$ cat config.mk
export PLATFORM = sky130hd
export DESIGN_NAME = skrt_cell
export DESIGN_NICKNAME = d
export VERILOG_FILES = /design/src/rtl/core/sorted_keyed_record_table_assert.svh /design/src/rtl/core/skrt_pkg.sv /design/src/rtl/core/skrt_cell.sv
export SDC_FILE = /design/constraint.sdc
export NUM_CORES = 1
export LEC_CHECK = 0
export ABC_CLOCK_PERIOD_IN_PS = 8300
export BUFFER_PORTS_ARGS = -buffer_cell sky130_fd_sc_hd__buf_4
export CORE_AREA = 2 2 177 179
export CTS_BUF_LIST = sky130_fd_sc_hd__clkbuf_4 sky130_fd_sc_hd__clkbuf_8 sky130_fd_sc_hd__clkbuf_16
export DETAILED_ROUTE_END_ITERATION = 10
export DIE_AREA = 0 0 179 181
export MAX_ROUTING_LAYER = met4
export PLACE_DENSITY = 0.51
export SLEW_MARGIN = 25
export SYNTH_ARGS = -nofsm -noshare
export SYNTH_HDL_FRONTEND = slang
export SYNTH_SLANG_ARGS = --single-unit
$ cat constraint.sdc
create_clock -name clk -period 8.3 [get_ports clk]
set_input_delay 1.66 -clock clk [delete_from_list [all_inputs] [get_ports clk]]
set_output_delay 1.66 -clock clk [all_outputs]
set_load 0.02 [all_outputs]
$ cat src/rtl/core/sorted_keyed_record_table_assert.svh
// Assertion macros used by the top RTL file of the record table.
`ifndef SORTED_KEYED_RECORD_TABLE_ASSERT_SVH
`define SORTED_KEYED_RECORD_TABLE_ASSERT_SVH
`ifndef SYNTHESIS
`define SKRT_ASSERT(lbl, clk, rst_n, expr, msg) \
	lbl: assert property (@(posedge clk) disable iff (!rst_n) (expr)) else $error(msg);
`define SKRT_IMPLY(lbl, clk, rst_n, ante, cons, msg) \
	lbl: assert property (@(posedge clk) disable iff (!rst_n) (ante) |-> (cons)) else $error(msg);
`else
`define SKRT_ASSERT(lbl, clk, rst_n, expr, msg)
`define SKRT_IMPLY(lbl, clk, rst_n, ante, cons, msg)
`endif
`endif

$ cat src/rtl/core/skrt_pkg.sv
package skrt_pkg;
	localparam int DEPTH_DEF    = 256;
	localparam int KEY_BITS_DEF = 31;
	localparam int KIND_W       = 16;
	localparam int DATA_W       = 32;
	localparam int CMD_W        = 3;
	localparam int STAT_W       = 3;
	localparam int CNT_W        = 9;
	localparam int GROUP        = 16;

	localparam logic [CMD_W-1:0] CMD_INSERT   = 3'd0;
	localparam logic [CMD_W-1:0] CMD_UPDATE   = 3'd1;
	localparam logic [CMD_W-1:0] CMD_DELETE   = 3'd2;
	localparam logic [CMD_W-1:0] CMD_LOOKUP   = 3'd3;
	localparam logic [CMD_W-1:0] CMD_ANCESTOR = 3'd4;

	localparam logic [STAT_W-1:0] STAT_OK         = 3'd0;
	localparam logic [STAT_W-1:0] STAT_NOT_FOUND  = 3'd1;
	localparam logic [STAT_W-1:0] STAT_PRESENT    = 3'd2;
	localparam logic [STAT_W-1:0] STAT_FULL       = 3'd3;
	localparam logic [STAT_W-1:0] STAT_WALK_LIMIT = 3'd4;

	typedef enum logic [2:0] {
		OP_NOP, OP_CMP, OP_INSERT, OP_DELETE, OP_UPDATE
	} cell_op_t;

	typedef struct packed {
		cell_op_t op;
	} cell_ctl_t;

	typedef struct packed {
		logic valid;
		logic lt;
		logic hit;
	} cell_stat_t;

	typedef enum logic [2:0] {
		S_IDLE, S_CMP, S_RED1, S_RED2, S_DECIDE, S_ACT, S_OUT
	} fsm_t;
endpackage

$ cat src/rtl/core/skrt_cell.sv
module skrt_cell
	import skrt_pkg::*;
#(
	parameter int KB = KEY_BITS_DEF
) (
	input  logic              clk,
	input  logic              arst_n,
	input  cell_ctl_t         ctl,
	input  logic [KB-1:0]     in_key,
	input  logic [KB-1:0]     in_parent,
	input  logic [KIND_W-1:0] in_kind,
	input  logic [DATA_W-1:0] in_data,
	input  logic              prev_lt,
	input  logic              prev_valid,
	input  logic [KB-1:0]     prev_key,
	input  logic [KB-1:0]     prev_parent,
	input  logic [KIND_W-1:0] prev_kind,
	input  logic [DATA_W-1:0] prev_data,
	input  logic              next_valid,
	input  logic [KB-1:0]     next_key,
	input  logic [KB-1:0]     next_parent,
	input  logic [KIND_W-1:0] next_kind,
	input  logic [DATA_W-1:0] next_data,
	output logic [KB-1:0]     key_q,
	output logic [KB-1:0]     parent_q,
	output logic [KIND_W-1:0] kind_q,
	output logic [DATA_W-1:0] data_q,
	output cell_stat_t        stat
);
	logic valid_q, lt_q, hit_q;

	assign stat = '{valid: valid_q, lt: lt_q, hit: hit_q};

	// compare flags and occupancy; shift occupancy with the record
	always_ff @(posedge clk or negedge arst_n) begin
		if (!arst_n) begin
			valid_q <= 1'b0;
			lt_q    <= 1'b0;
			hit_q   <= 1'b0;
		end else begin
			case (ctl.op)
				OP_CMP: begin
					lt_q  <= valid_q && (key_q < in_key);
					hit_q <= valid_q && (key_q == in_key);
				end
				OP_INSERT: begin
					if (!lt_q) valid_q <= prev_lt ? 1'b1 : prev_valid;
				end
				OP_DELETE: begin
					if (!lt_q) valid_q <= next_valid;
				end
				default: ;
			endcase
		end
	end

	// payload: load at insert point, shift up behind it, down on delete, update on hit
	always_ff @(posedge clk) begin
		case (ctl.op)
			OP_INSERT: begin
				if (!lt_q) begin
					if (prev_lt) begin
						key_q    <= in_key;
						parent_q <= in_parent;
						kind_q   <= in_kind;
						data_q   <= in_data;
					end else begin
						key_q    <= prev_key;
						parent_q <= prev_parent;
						kind_q   <= prev_kind;
						data_q   <= prev_data;
					end
				end
			end
			OP_DELETE: begin
				if (!lt_q) begin
					key_q    <= next_key;
					parent_q <= next_parent;
					kind_q   <= next_kind;
					data_q   <= next_data;
				end
			end
			OP_UPDATE: begin
				if (hit_q) begin
					parent_q <= in_parent;
					kind_q   <= in_kind;
					data_q   <= in_data;
				end
			end
			default: ;
		endcase
	end
endmodule
; Yosys cells after proc, flatten, opt, wreduce, memory -nomap -nowiden
; Cells that the tools add are included.
[totals]
regBits = 113
in_bits = 338
word_cells = 45
[op_classes]
n_lt_le_gt_ge = 1
n_eq_ne = 8
mux = 23
n_reduce_logical = 6
[ops]
columns = cell, count
row1 = 2-to-1 mux 31 bit, 7
row2 = 2-to-1 mux 32 bit, 4
row3 = one-hot mux 32 bit (3 select lines), 1
row4 = one-hot mux 31 bit (3 select lines), 1
row5 = 2-to-1 mux 16 bit, 4
row6 = one-hot mux 31 bit (2 select lines), 1
row7 = one-hot mux 16 bit (3 select lines), 1
row8 = equality test 31 bit, 1
row9 = less-than comparator 31 bit, 1
row10 = equality test 3 x 2 -> 1 bit (second input constant), 2
row11 = != test 2 bit (second input constant), 3
row12 = AND reduction 4 bit, 1
row13 = equality test 3 x 1 -> 1 bit (second input constant), 1
row14 = equality test 3 bit (second input constant), 1
row15 = 2-to-1 mux 1 bit, 3
row16 = AND reduction 3 bit, 1
row17 = nonzero test 3 bit, 1
row18 = logical AND 1 bit, 2
row19 = one-hot mux 1 bit (2 select lines), 1
row20 = nonzero test 2 bit, 1

; Logic depth before layout (Yosys ltp)
; Gate-level depths: netlist of the first run.
[depth]
word_depth = 3
ltp_mapped = 8
mapped_depth_nobuf = 7

; Worst setup path after synthesis of the first run
; Ideal clock, no wire load.
[synth_path]
kind = input-to-reg
startpoint = input ctl[2] (netlist name)
endpoint = register data_q[0] (enable)
setup_time_ns = 0.436
t_arrival_ns = 4.912
required_time_ns = 7.864
slack_ns = 2.952
stages = 3
cell_sequence = nand2b_1 -> nor2_1 -> a21o_1
[synth_between]
elab_chain_len = 3
elab_cells_between_ends = 8
[synth_rtl]
columns = item, line
row1 = from (decl), skrt_cell.sv:8  ; input cell_ctl_t ctl,
row2 = equality test 3 bit / equality test 3 x 2 -> 1 bit (equally long branches), skrt_cell.sv:59  ; case (ctl.op)
row3 = != test 2 bit (no line) / nonzero test 3 bit (equally long branches), --
row4 = AND reduction 4 bit (no line) (*), --
row5 = to (signal assigned), skrt_cell.sv:66  ; data_q <= in_data;
row6 = to (signal assigned), skrt_cell.sv:71  ; data_q <= prev_data;
row7 = to (signal assigned), skrt_cell.sv:80  ; data_q <= next_data;
row8 = to (decl), skrt_cell.sv:27  ; output logic [DATA_W-1:0] data_q,
; Mark *: on every way between the ends. The rest lies on a longest branch, timed or not.
; A chain may end at the register's enable or synchronous reset.

; Worst setup path in the final report of the first run
[layout_path]
startpoint = input ctl[1] (netlist name)
endpoint = register data_q[9] (data pin)
[layout_between]
elab_chain_len = 2
elab_cells_between_ends = 4
[layout_rtl]
columns = item, line
row1 = equality test 3 bit / equality test 3 x 2 -> 1 bit (equally long branches), skrt_cell.sv:59
row2 = one-hot mux 32 bit (3 select lines) (*), skrt_cell.sv:59
; Marked as above.

==> metrics.txt, run 1 <==
wire length per cell=around 20 um; I/O Pins=451; worst r2r path cells=3; Least-Margin Pin Slew=0.963 ns; remaining antenna violation count=0; Setup CP Type=primary input to flip-flop; Post-Syn Area=slightly above 6000 um2; asr flop ratio synth=under 10%; Worst Min Path Start=hit_q$_DFFE_PN0N_; Post-synth EDFFs=110; most common cell after layout, fill and taps aside=buf_4; core box area=30300 um2; Hold EP=hit_q$_DFFE_PN0N_; R2R setup slack=6.23 ns; number of cell rows=64; FF+latch count, synth=roughly 110; clock root buffer=clkbuf_16; WHS Path Cells=2; Mapped Avg Cell Area=11.4 um2; Pwr Density=roughly 190 nW/um2; Worst Path Arrival=between 3 and 4 ns; most frequent cell on the critical path=buf_4; YS warnings=0; die footprint=32400 um2; H-Tree Depth=4; Max Freq=between 200 and 300 MHz; WP buf/inv=3; final setup margin=roughly 4.7 ns; Hold Path Class=flip-flop to flip-flop; hold buffer count at cts=0; Layout Cells excl Fill=about 1.4k; number of global-route vias before repair=approximately 6.4k; RSZ-0062 raised after global routing=no; routability cong.=about 0.79; Worst Path Required=roughly 8.4 ns; slowest stage delay, CP=roughly 0.63 ns; Main synth FF type=edfxtp_1; Crit. End Element=flip-flop; Chip Height=about 180 um; drt first pass iters=10; Seq/Total Area, Yosys=between 50% and 60%; M2 GR Usage=between 20% and 30%; Clk pin slew, worst setup/hold paths=0.06 ns; via/cell ratio=4.45; met3 GRT Util=6.00%; crit path time final=between 3 and 4 ns; reg2reg end=data_q[25]$_DFFE_PP_; # clock sinks=roughly 110; share of layout cells above drive strength 1=about 50%; number of max-cap violations=0; Synth cell types=36; total global routing overflow=0; outcome=completed; slowest CP cell=and2_4; crit path launch type=primary input; Worst VDD drop=120 uV; CTS Buf Count=17; HPWL Detailed=about 21 mm; most frequent cells in the layout=453 x buf_4, 113 x inv_1, 110 x edfxtp_1; Clock Path Buffers=2; max-slew violation count=0; Layout area overhead=72.7%; Die X=~180 um; RR Startpoint=lt_q$_DFFE_PN0N_; initial antenna violation count=4; final setup vio count=0; Sum Neg Setup Slack=0 ns; pre-CTS WS=~4.2 ns; post_cts resized=0; 1st-iter DRT viols=between 500 and 600; Leakage=5.01 nW; starting density of the core=roughly a fifth; Final period util=~43%; GRT Max-Usage Layer=met2; total wire length=between 20 and 30 mm; largest net degree at the start of global routing=80; Residual DRC=0; Synth Instances=approximately 540; Max Clock Skew=0.0143 ns; NumNets Final=~1.3k; design area=between 10000 and 15000 um2; Critical Path Fanout Max=79; Worst slew margin=35.8%; cell area after placement=roughly 9900 um2; DR vias=6154; DP Cell Count=approximately 1.3k; CTS tree=done; worst path cell trace=buf_4 -> nor2b_1 -> and2_4 -> nor3_4 -> buf_4 -> a222oi_1 -> inv_1; GR Util All Layers=16.9%; GR Util met1=between 10% and 20%; Hold Violations, Final=0; Setup Buffers After CTS=0; clk_lat worst skew=approximately 0.42 ns; Synth Net Count=between 900 and 1k; PortBufs=between 400 and 500; first-pass GRT wire length=around 39 mm; CP delay by family, top=simple AND/OR/NAND/NOR gates
==> metrics by stage <==
step                util (%)  hold slack, ns  power (W)
global route            34.8           0.599    0.00210
detailed placement      32.6           0.538    0.00122
global placement        32.5           0.525    0.00121
floorplan                  -           0.472   0.000951
CTS                     34.7           0.550    0.00204
finish                  34.8           0.543    0.00201
==> state kept, by name, indices dropped and copies added (netlist names) <==
register  cells
key_q        31
hit_q         1
data_q       32
valid_q       1
lt_q          1
parent_q     31
kind_q       16
==> worst max path at each step <==
stage / from / end / cells after the start
floorplan: ctl[2] / data_q[0]$_DFFE_PP_ / 3
global placement: ctl[2] / kind_q[14]$_DFFE_PP_ / 4
detailed placement: ctl[2] / kind_q[13]$_DFFE_PP_ / 5
CTS: ctl[2] / parent_q[23]$_DFFE_PP_ / 5
global route: ctl[2] / data_q[9]$_DFFE_PP_ / 7
finish: ctl[1] / data_q[9]$_DFFE_PP_ / 7
==> report_power, final <==
group	internal [W]	total, W	switching (W)
sequential	0.000704	0.000729	0.0000252
clock	0.000506	0.000808	0.000302
combinational	0.000230	0.000472	0.000242
==> cell type report <==
| class | count | area, um2 |
|---|---|---|
| fill | 3105 | 19800 |
| timing repair buffer | 455 | 3460 |
| sequential | 113 | 3380 |
| multi-input combinational | 271 | 2180 |
| tap | 396 | 495 |
| clock buffer | 17 | 425 |
| inverter | 113 | 424 |
| clock inverter | 15 | 206 |
| antenna | 4 | 10.0 |
==> worst min-delay path: stages (launching register included) <==
cell     delay, ns
dfrtp_1       0.39
nand2_1       0.06
o21ai_0       0.06
==> metal layers <==
layer  share of wire (%)  vias up
met3                  11       13
met2                  50      320
met4                0.79        0
met5                   0        -
li1                    -     2932
met1                  38     2889
==> cells by family (layout without fill, tap and decap cells) <==
kind of cell / count (synthesis) / count (layout) / synth area share (%)
buf+inv: 152 / 600 / 9.73
compound gates: 140 / 140 / 18.4
flops: 113 / 113 / 55.2
simple gates: 69 / 69 / 5.29
fa+ha+maj: 31 / 31 / 6.33
mux: 31 / 31 / 5.07
other cells: 0 / 4 / 0
==> synthesized netlist by cell type, drive strengths merged, types with 2 or more instances <==
| library cell | count | area (um2) |
|---|---|---|
| nor3 | 2 | 21.3 |
| buf | 16 | 85.1 |
| inv | 113 | 424 |
| clkbuf | 23 | 86.3 |
| or3b | 2 | 17.5 |
| nor2 | 5 | 18.8 |
| a222oi | 79 | 791 |
| a211oi | 2 | 15.0 |
| a21oi | 13 | 65.1 |
| dfrtp | 3 | 75.1 |
| a22oi | 2 | 15.0 |
| mux2i | 31 | 310 |
| nand2 | 45 | 169 |
| o21ai | 39 | 195 |
| nand3 | 2 | 10.0 |
| edfxtp | 110 | 3300 |
| nand4 | 4 | 25.0 |
| ha | 31 | 388 |
(Power assumes the default switching activity.)
==> run 2: changes to the inputs <==
--- a/config.mk
+++ b/config.mk
@@ -5,14 +5,14 @@
 export SDC_FILE = /design/constraint.sdc
 export NUM_CORES = 1
 export LEC_CHECK = 0
-export ABC_CLOCK_PERIOD_IN_PS = 8300
+export ABC_CLOCK_PERIOD_IN_PS = 3270
 export BUFFER_PORTS_ARGS = -buffer_cell sky130_fd_sc_hd__buf_4
-export CORE_AREA = 2 2 177 179
+export CORE_AREA = 2 2 178 180
 export CTS_BUF_LIST = sky130_fd_sc_hd__clkbuf_4 sky130_fd_sc_hd__clkbuf_8 sky130_fd_sc_hd__clkbuf_16
 export DETAILED_ROUTE_END_ITERATION = 10
-export DIE_AREA = 0 0 179 181
+export DIE_AREA = 0 0 180 182
 export MAX_ROUTING_LAYER = met4
-export PLACE_DENSITY = 0.51
+export PLACE_DENSITY = 0.5
 export SLEW_MARGIN = 25
 export SYNTH_ARGS = -nofsm -noshare
 export SYNTH_HDL_FRONTEND = slang
==> constraint.sdc (replaced) <==
create_clock -name clk -period 3.27 [get_ports clk]
set_input_delay 0.654 -clock clk [delete_from_list [all_inputs] [get_ports clk]]
set_output_delay 0.654 -clock clk [all_outputs]
set_load 0.02 [all_outputs]
==> run 2 against run 1 <==
Net effect:
- non-clock buffer count up 9
- global-route usage decreased by 0.15 points
- die area is 1.1% higher
- combinational power rose to 2.6 times the previous value
- via count is 1.9% higher
==> metrics.txt, run 2 (same netlist as run 1, synthesis figures left out) <==
Psw=0.00135 W (+140%); max-slew violation count=0 (unchanged); Worst VDD drop=324 uV (+170%); routability cong.=0.820 (+4.2%); WHS Path Cells=3 (+1); slowest CP cell=or4_1; final setup vio count=0 (unchanged); NumNets Final=1349 (+0.67%); Layout area overhead=73.2%; Worst Min Path Start=next_valid; Die X=180 um (+0.56%); Max Freq=around 460 MHz; Least-Margin Pin Slew=0.784 ns (-0.179 ns); Clk pin slew, worst setup/hold paths=0.05 ns (about the same); flip-flop count of the largest register after layout=32 (unchanged); clk_lat worst skew=0.42 ns (about the same); Worst Path Required=3.62 ns (-4.82 ns); Hold WS=0.495 ns (-0.0483 ns); H-Tree Depth=4 (unchanged); sw frac=27.4% (-0.91 points); Fillers=3200 (+3.1%); CTS tree=done; worst r2r path cells=6 (+3); worst path cell trace=ha_1 -> nand4_1 -> nor4_1 -> nand2_1 -> or4_1 -> o21ai_0; Seq. cell area=3380 um2 (unchanged); die footprint=32800 um2 (+1.1%); post_cts resized=0 (unchanged); Biggest register=data_q; Util after Layout=34.2% (-0.62 points); # clock sinks=113 (unchanged); number of global-route vias before repair=6400 (-0.71%); WP buf/inv=0 (-3); via/cell ratio=4.49 (+0.95%); part of the power in combinational logic=24.5% (+1.0 points); DR vias=6271 (+1.9%); initial antenna violation count=4 (unchanged); largest net degree at the start of global routing=143 (+79%); Clock Path Buffers=2 (unchanged); Hold Violations, Final=0 (unchanged); I/O Pins=451 (unchanged); CTS Buf Count=17 (unchanged); remaining antenna violation count=0 (unchanged); Worst Path Arrival=2.50 ns (-1.20 ns); reg2reg end=hit_q$_DFFE_PN0N_; clock root buffer=clkbuf_16; outcome=completed; Residual DRC=0 (unchanged); R2R setup slack=1.11 ns (-5.12 ns); crit path launch type=flip-flop; Setup CP Type=flip-flop to flip-flop; RR Startpoint=key_q[16]$_DFFE_PP_; Int Pwr=0.00358 W (+150%); Leakage=5.03 nW (+0.48%); core box area=31000 um2 (+2.1%); Pwr Density=465 nW/um2 (+140%); GR Util All Layers=16.7% (-0.15 points); Final period util=66.0%; Reg power frac=37.7% (+1.4 points); number of max-cap violations=0 (unchanged); total wire length=27.5 mm (+0.22%); slowest stage delay, CP=0.47 ns (-0.16 ns); Chip Height=182 um (+0.55%); HPWL Detailed=21.1 mm (-0.29%); Clock power frac=37.8% (-2.4 points); wire length per cell=19.7 um (-0.71%); biggest regs=data_q x32, key_q x31, parent_q x31; crit path time final=approximately 2.2 ns; total power=0.00493 W (+150%); first-pass GRT wire length=39.7 mm (+0.72%); 1st-iter DRT viols=647 (+11%); Critical Path Fanout Max=2 (-97%); Max Clock Skew=0.00543 ns (-0.00889 ns); number of cell rows=65 (+1.6%); share of layout cells above drive strength 1=49.8% (-0.15 points); Setup Buffers After CTS=0 (unchanged); Sum Neg Setup Slack=0 ns (unchanged); total global routing overflow=0 (unchanged); starting density of the core=19.8% (-0.41 points); CP delay by family, top=simple AND/OR/NAND/NOR gates; Crit. End Element=flip-flop; Hold EP=valid_q$_DFFE_PN0P_; most common cell after layout, fill and taps aside=buf_4; Multi-input gate area=2180 um2 (unchanged); most frequent cells in the layout=458 x buf_4, 113 x inv_1, 110 x edfxtp_1; RSZ-0062 raised after global routing=no; PortBufs=450 (unchanged); drt first pass iters=8 (-2); Worst slew margin=47.6% (+12 points); Hold Path Class=primary input to flip-flop
==> run 2: changes by cell type in the layout (fill, tap and decap cells not counted), sizes merged <==
| cell | previous run | this run |
|---|---|---|
| inv | 116 | 113 |
| bufinv | 4 | 3 |
| buf | 455 | 463 |
| clkbuf | 17 | 20 |
| dlygate4sd3 | 0 | 1 |
| clkinvlp | 1 | 0 |
==> run 2: worst max-delay path by stage <==
stage	startpoint	endpoint	slack [ns]	depth (start not counted)
after CTS	ctl[1]	parent_q[29]$_DFFE_PP_	0.81	7
after floorplan	ctl[2]	data_q[0]$_DFFE_PP_	0.10	3
after detailed placement	ctl[1]	parent_q[29]$_DFFE_PP_	0.35	7
after global placement	ctl[1]	data_q[25]$_DFFE_PP_	0.35	7
final	key_q[16]$_DFFE_PP_	hit_q$_DFFE_PN0N_	1.11	6
after global routing	key_q[20]$_DFFE_PP_	hit_q$_DFFE_PN0N_	0.95	6
==> run 2: layout make-up <==
type | count | share of cell area (%)
Antenna cell | 4 | 0.0944
Clock buffer | 20 | 4.22
Clock inverter | 10 | 1.12
Inverter | 113 | 4.00
Multi-Input combinational cell | 271 | 20.5
Sequential cell | 113 | 31.9
Tap cell | 402 | 4.74
Timing Repair Buffer | 464 | 33.4
==> run 2: power groups by stage <==
stage                     logic (W)  registers, W  clock network (W)
after CTS                   0.00122       0.00186            0.00193
final                       0.00121       0.00186            0.00186
after detailed placement    0.00122       0.00189                  0
after floorplan            0.000386       0.00203                  0
after global placement      0.00122       0.00188                  0
after global routing        0.00131       0.00187            0.00199
==> run 2: stage by stage <==
step / cell area (um2) / setup slack (ns) / instances
2_1_floorplan: 6130 / 0.103 / 536
3_3_place_gp: 10000 / 0.351 / 1361
3_5_place_dp: 10000 / 0.353 / 1361
4_1_cts: 10600 / 0.807 / 1392
5_1_grt: 10600 / 0.950 / 1397
6_report: 10600 / 1.11 / 1397
==> run 2: timing repair <==
action	4_1_cts	5_1_grt
hold endpoints to repair	3	0
hold buffers	1	0
setup endpoints to repair	0	0
==> run 2: worst reg2reg max path, stage by stage (launching register included) <==
cell and delay [ns]:
edfxtp_1 0.46, ha_1 0.34, nand4_1 0.13, nor4_1 0.42, nand2_1 0.12, or4_1 0.47
o21ai_0 0.15
==> run 2: layer usage <==
layer	vias to the layer above	global-route usage [%]	routed length, um
li1	2954	-	-
met1	2936	18.7	10800
met2	359	27.8	13500
met3	22	6.42	2700
met4	0	4.81	437
met5	-	-	0
==> run 3: changes to the inputs <==
--- a/config.mk
+++ b/config.mk
@@ -5,14 +5,14 @@
 export SDC_FILE = /design/constraint.sdc
 export NUM_CORES = 1
 export LEC_CHECK = 0
-export ABC_CLOCK_PERIOD_IN_PS = 3270
+export ABC_CLOCK_PERIOD_IN_PS = 1970
 export BUFFER_PORTS_ARGS = -buffer_cell sky130_fd_sc_hd__buf_4
-export CORE_AREA = 2 2 178 180
+export CORE_AREA = 2 2 176 178
 export CTS_BUF_LIST = sky130_fd_sc_hd__clkbuf_4 sky130_fd_sc_hd__clkbuf_8 sky130_fd_sc_hd__clkbuf_16
 export DETAILED_ROUTE_END_ITERATION = 10
-export DIE_AREA = 0 0 180 182
+export DIE_AREA = 0 0 178 180
 export MAX_ROUTING_LAYER = met4
-export PLACE_DENSITY = 0.5
+export PLACE_DENSITY = 0.53
 export SLEW_MARGIN = 25
 export SYNTH_ARGS = -nofsm -noshare
 export SYNTH_HDL_FRONTEND = slang
==> constraint.sdc (replaced) <==
create_clock -name clk -period 1.97 [get_ports clk]
set_input_delay 0.394 -clock clk [delete_from_list [all_inputs] [get_ports clk]]
set_output_delay 0.394 -clock clk [all_outputs]
set_load 0.02 [all_outputs]
==> run 3 against run 2 <==
Net effect:
- worst hold slack got worse by 0.24 ns
- setup slack worse by 1.1 ns
- utilization grew 1.9 points
- sequential power grew 66%
- global-route usage increased by 0.35 points
- non-clock buffer count increased by 14
- fmax is 12% higher
- wire length fell by 0.23%
- combinational power up 71%
- power rose by 76%
- critical path type unchanged
- critical endpoint unchanged
==> metrics.txt, run 3 (same netlist as run 1, synthesis figures left out) <==
most common cell after layout, fill and taps aside=buf_4; Clock Path Buffers=2 (unchanged); CTS Buf Count=17 (unchanged); flip-flop count of the largest register after layout=32 (unchanged); Least-Margin Pin Slew=0.465 ns (-0.319 ns); final setup vio count=0 (unchanged); total global routing overflow=0 (unchanged); largest net degree at the start of global routing=55 (-62%); Hold Violations, Final=0 (unchanged); Worst VDD drop=455 uV (+40%); NumNets Final=1363 (+1.0%); Clk pin slew, worst setup/hold paths=0.07 ns (+0.02 ns); first-pass GRT wire length=39.6 mm (-0.24%); I/O Pins=451 (unchanged); Pwr Density=796 nW/um2 (+71%); Crit. End Element=flip-flop; wire length per cell=19.5 um (-0.86%); WHS Path Cells=3 (unchanged); outcome=completed; PortBufs=450 (unchanged); # clock sinks=113 (unchanged); RSZ-0062 raised after global routing=yes; core box area=30200 um2 (-2.6%); max-slew violation count=0 (unchanged); crit path time final=1.93 ns (-0.225 ns); DR vias=6276 (+0.080%); Max Freq=517 MHz (+12%); Hold WS=0.253 ns (-0.241 ns); HPWL Detailed=21.4 mm (+1.6%); Hold Path Class=primary input to flip-flop; via/cell ratio=4.46 (-0.56%); biggest regs=data_q x32, key_q x31, parent_q x31; Die X=178 um (-1.1%); R2R setup slack=0.04 ns (-1.08 ns); routability cong.=0.824 (+0.49%); 1st-iter DRT viols=586 (-9.4%); H-Tree Depth=4 (unchanged); most frequent cells in the layout=468 x buf_4, 113 x inv_1, 110 x edfxtp_1; pre-CTS WS=-0.180 ns (-0.533 ns); Worst Path Required=2.30 ns (-1.32 ns); total wire length=27.4 mm (-0.23%); number of global-route vias before repair=6483 (+1.3%); CTS tree=done; worst r2r path cells=6 (unchanged); Critical Path Fanout Max=3 (+1); Residual DRC=0 (unchanged); worst path cell trace=ha_4 -> nand4_1 -> nor4_4 -> nand2_1 -> or4_1 -> o21ai_1; Worst Path Arrival=2.26 ns (-0.24 ns); number of cell rows=64 (-1.5%); Worst slew margin=69.0% (+21 points); Final period util=98.1% (+32 points); clock root buffer=clkbuf_16; crit path launch type=flip-flop; slowest stage delay, CP=0.43 ns (-0.04 ns); Layout area overhead=78.1%; die footprint=32000 um2 (-2.2%); clk_lat worst skew=0.42 ns (about the same); number of max-cap violations=0 (unchanged); Util after Layout=36.1% (+1.9 points); WP buf/inv=0 (unchanged); Setup CP Type=flip-flop to flip-flop; Biggest register=data_q; initial antenna violation count=4 (unchanged); Max Clock Skew=0.0161 ns (+0.0107 ns); starting density of the core=20.3% (+0.52 points); slowest CP cell=edfxtp_1; drt first pass iters=9 (+1); CP delay by family, top=simple AND/OR/NAND/NOR gates; GR Util All Layers=17.1% (+0.35 points); final setup margin=0.0372 ns (-1.08 ns); share of layout cells above drive strength 1=51.6% (+1.7 points); Chip Height=180 um (-1.1%); remaining antenna violation count=0 (unchanged); critical path depth=6 (unchanged); Leakage=5.16 nW (+2.6%)
## run 3: timing repair
| action | 4_1_cts | 5_1_grt |
|---|---|---|
| setup endpoints to repair | 1 | 1 |
| endpoints found under the hold margin | 3 | 0 |
| buffers inserted | 0 | 2 |
| pin swaps | 0 | 6 |
| cloned | 0 | 0 |
| gates resized for setup | 1 | 5 |
| hold buffers | 1 | 0 |
## run 3: final cells by class
cell class	instances	area (um2)
multi-input combinational	271	2240
fill	3121	19300
sequential	113	3380
timing repair buffer	478	3700
clock inverter	14	228
tap	396	495
antenna	4	10.0
clock buffer	17	425
inverter	113	424
## run 3: worst paths after layout
kind,from,end
max in group asynchronous,arst_n,hit_q$_DFFE_PN0N_
min in group asynchronous,arst_n,valid_q$_DFFE_PN0P_
min,prev_data[19],data_q[19]$_DFFE_PP_
max,key_q[22]$_DFFE_PP_,hit_q$_DFFE_PN0N_
min reg2reg,hit_q$_DFFE_PN0N_,hit_q$_DFFE_PN0N_
max reg2reg,key_q[22]$_DFFE_PP_,hit_q$_DFFE_PN0N_
## run 3: stage by stage
step / area, um2 / total power (W) / std cells / TNS [ns]
5_1_grt: 10900 / 0.00910 / 1406 / -0.100
6_report: 10900 / 0.00868 / 1406 / 0
3_5_place_dp: 10200 / 0.00521 / 1368 / -0.314
2_1_floorplan: 6150 / 0.00401 / 536 / -11.27
3_3_place_gp: 10200 / 0.00519 / 1368 / -0.281
4_1_cts: 10800 / 0.00880 / 1400 / 0
## run 3: routing by layer
layer / share of wire (%) / vias to the layer above / wire, um / track usage (%)
li1: - / 2985 / - / -
met1: 38 / 2950 / 10500 / 19.2
met2: 50 / 325 / 13800 / 28.9
met3: 10 / 16 / 2830 / 6.18
met4: 1.1 / 0 / 295 / 3.97
met5: 0 / - / 0 / -
## run 3: where the power goes
| part | switching [W] | internal (W) | total, W |
|---|---|---|---|
| combinational | 0.00104 | 0.00103 | 0.00207 |
| sequential | 0.000110 | 0.00297 | 0.00308 |
| clock | 0.00127 | 0.00226 | 0.00353 |
| total | 0.00241 | 0.00626 | 0.00868 |
## run 3: worst min-delay path, cell delays in order
cell,delay (ns)
buf_4,0.08
a222oi_1,0.05
inv_1,0.05
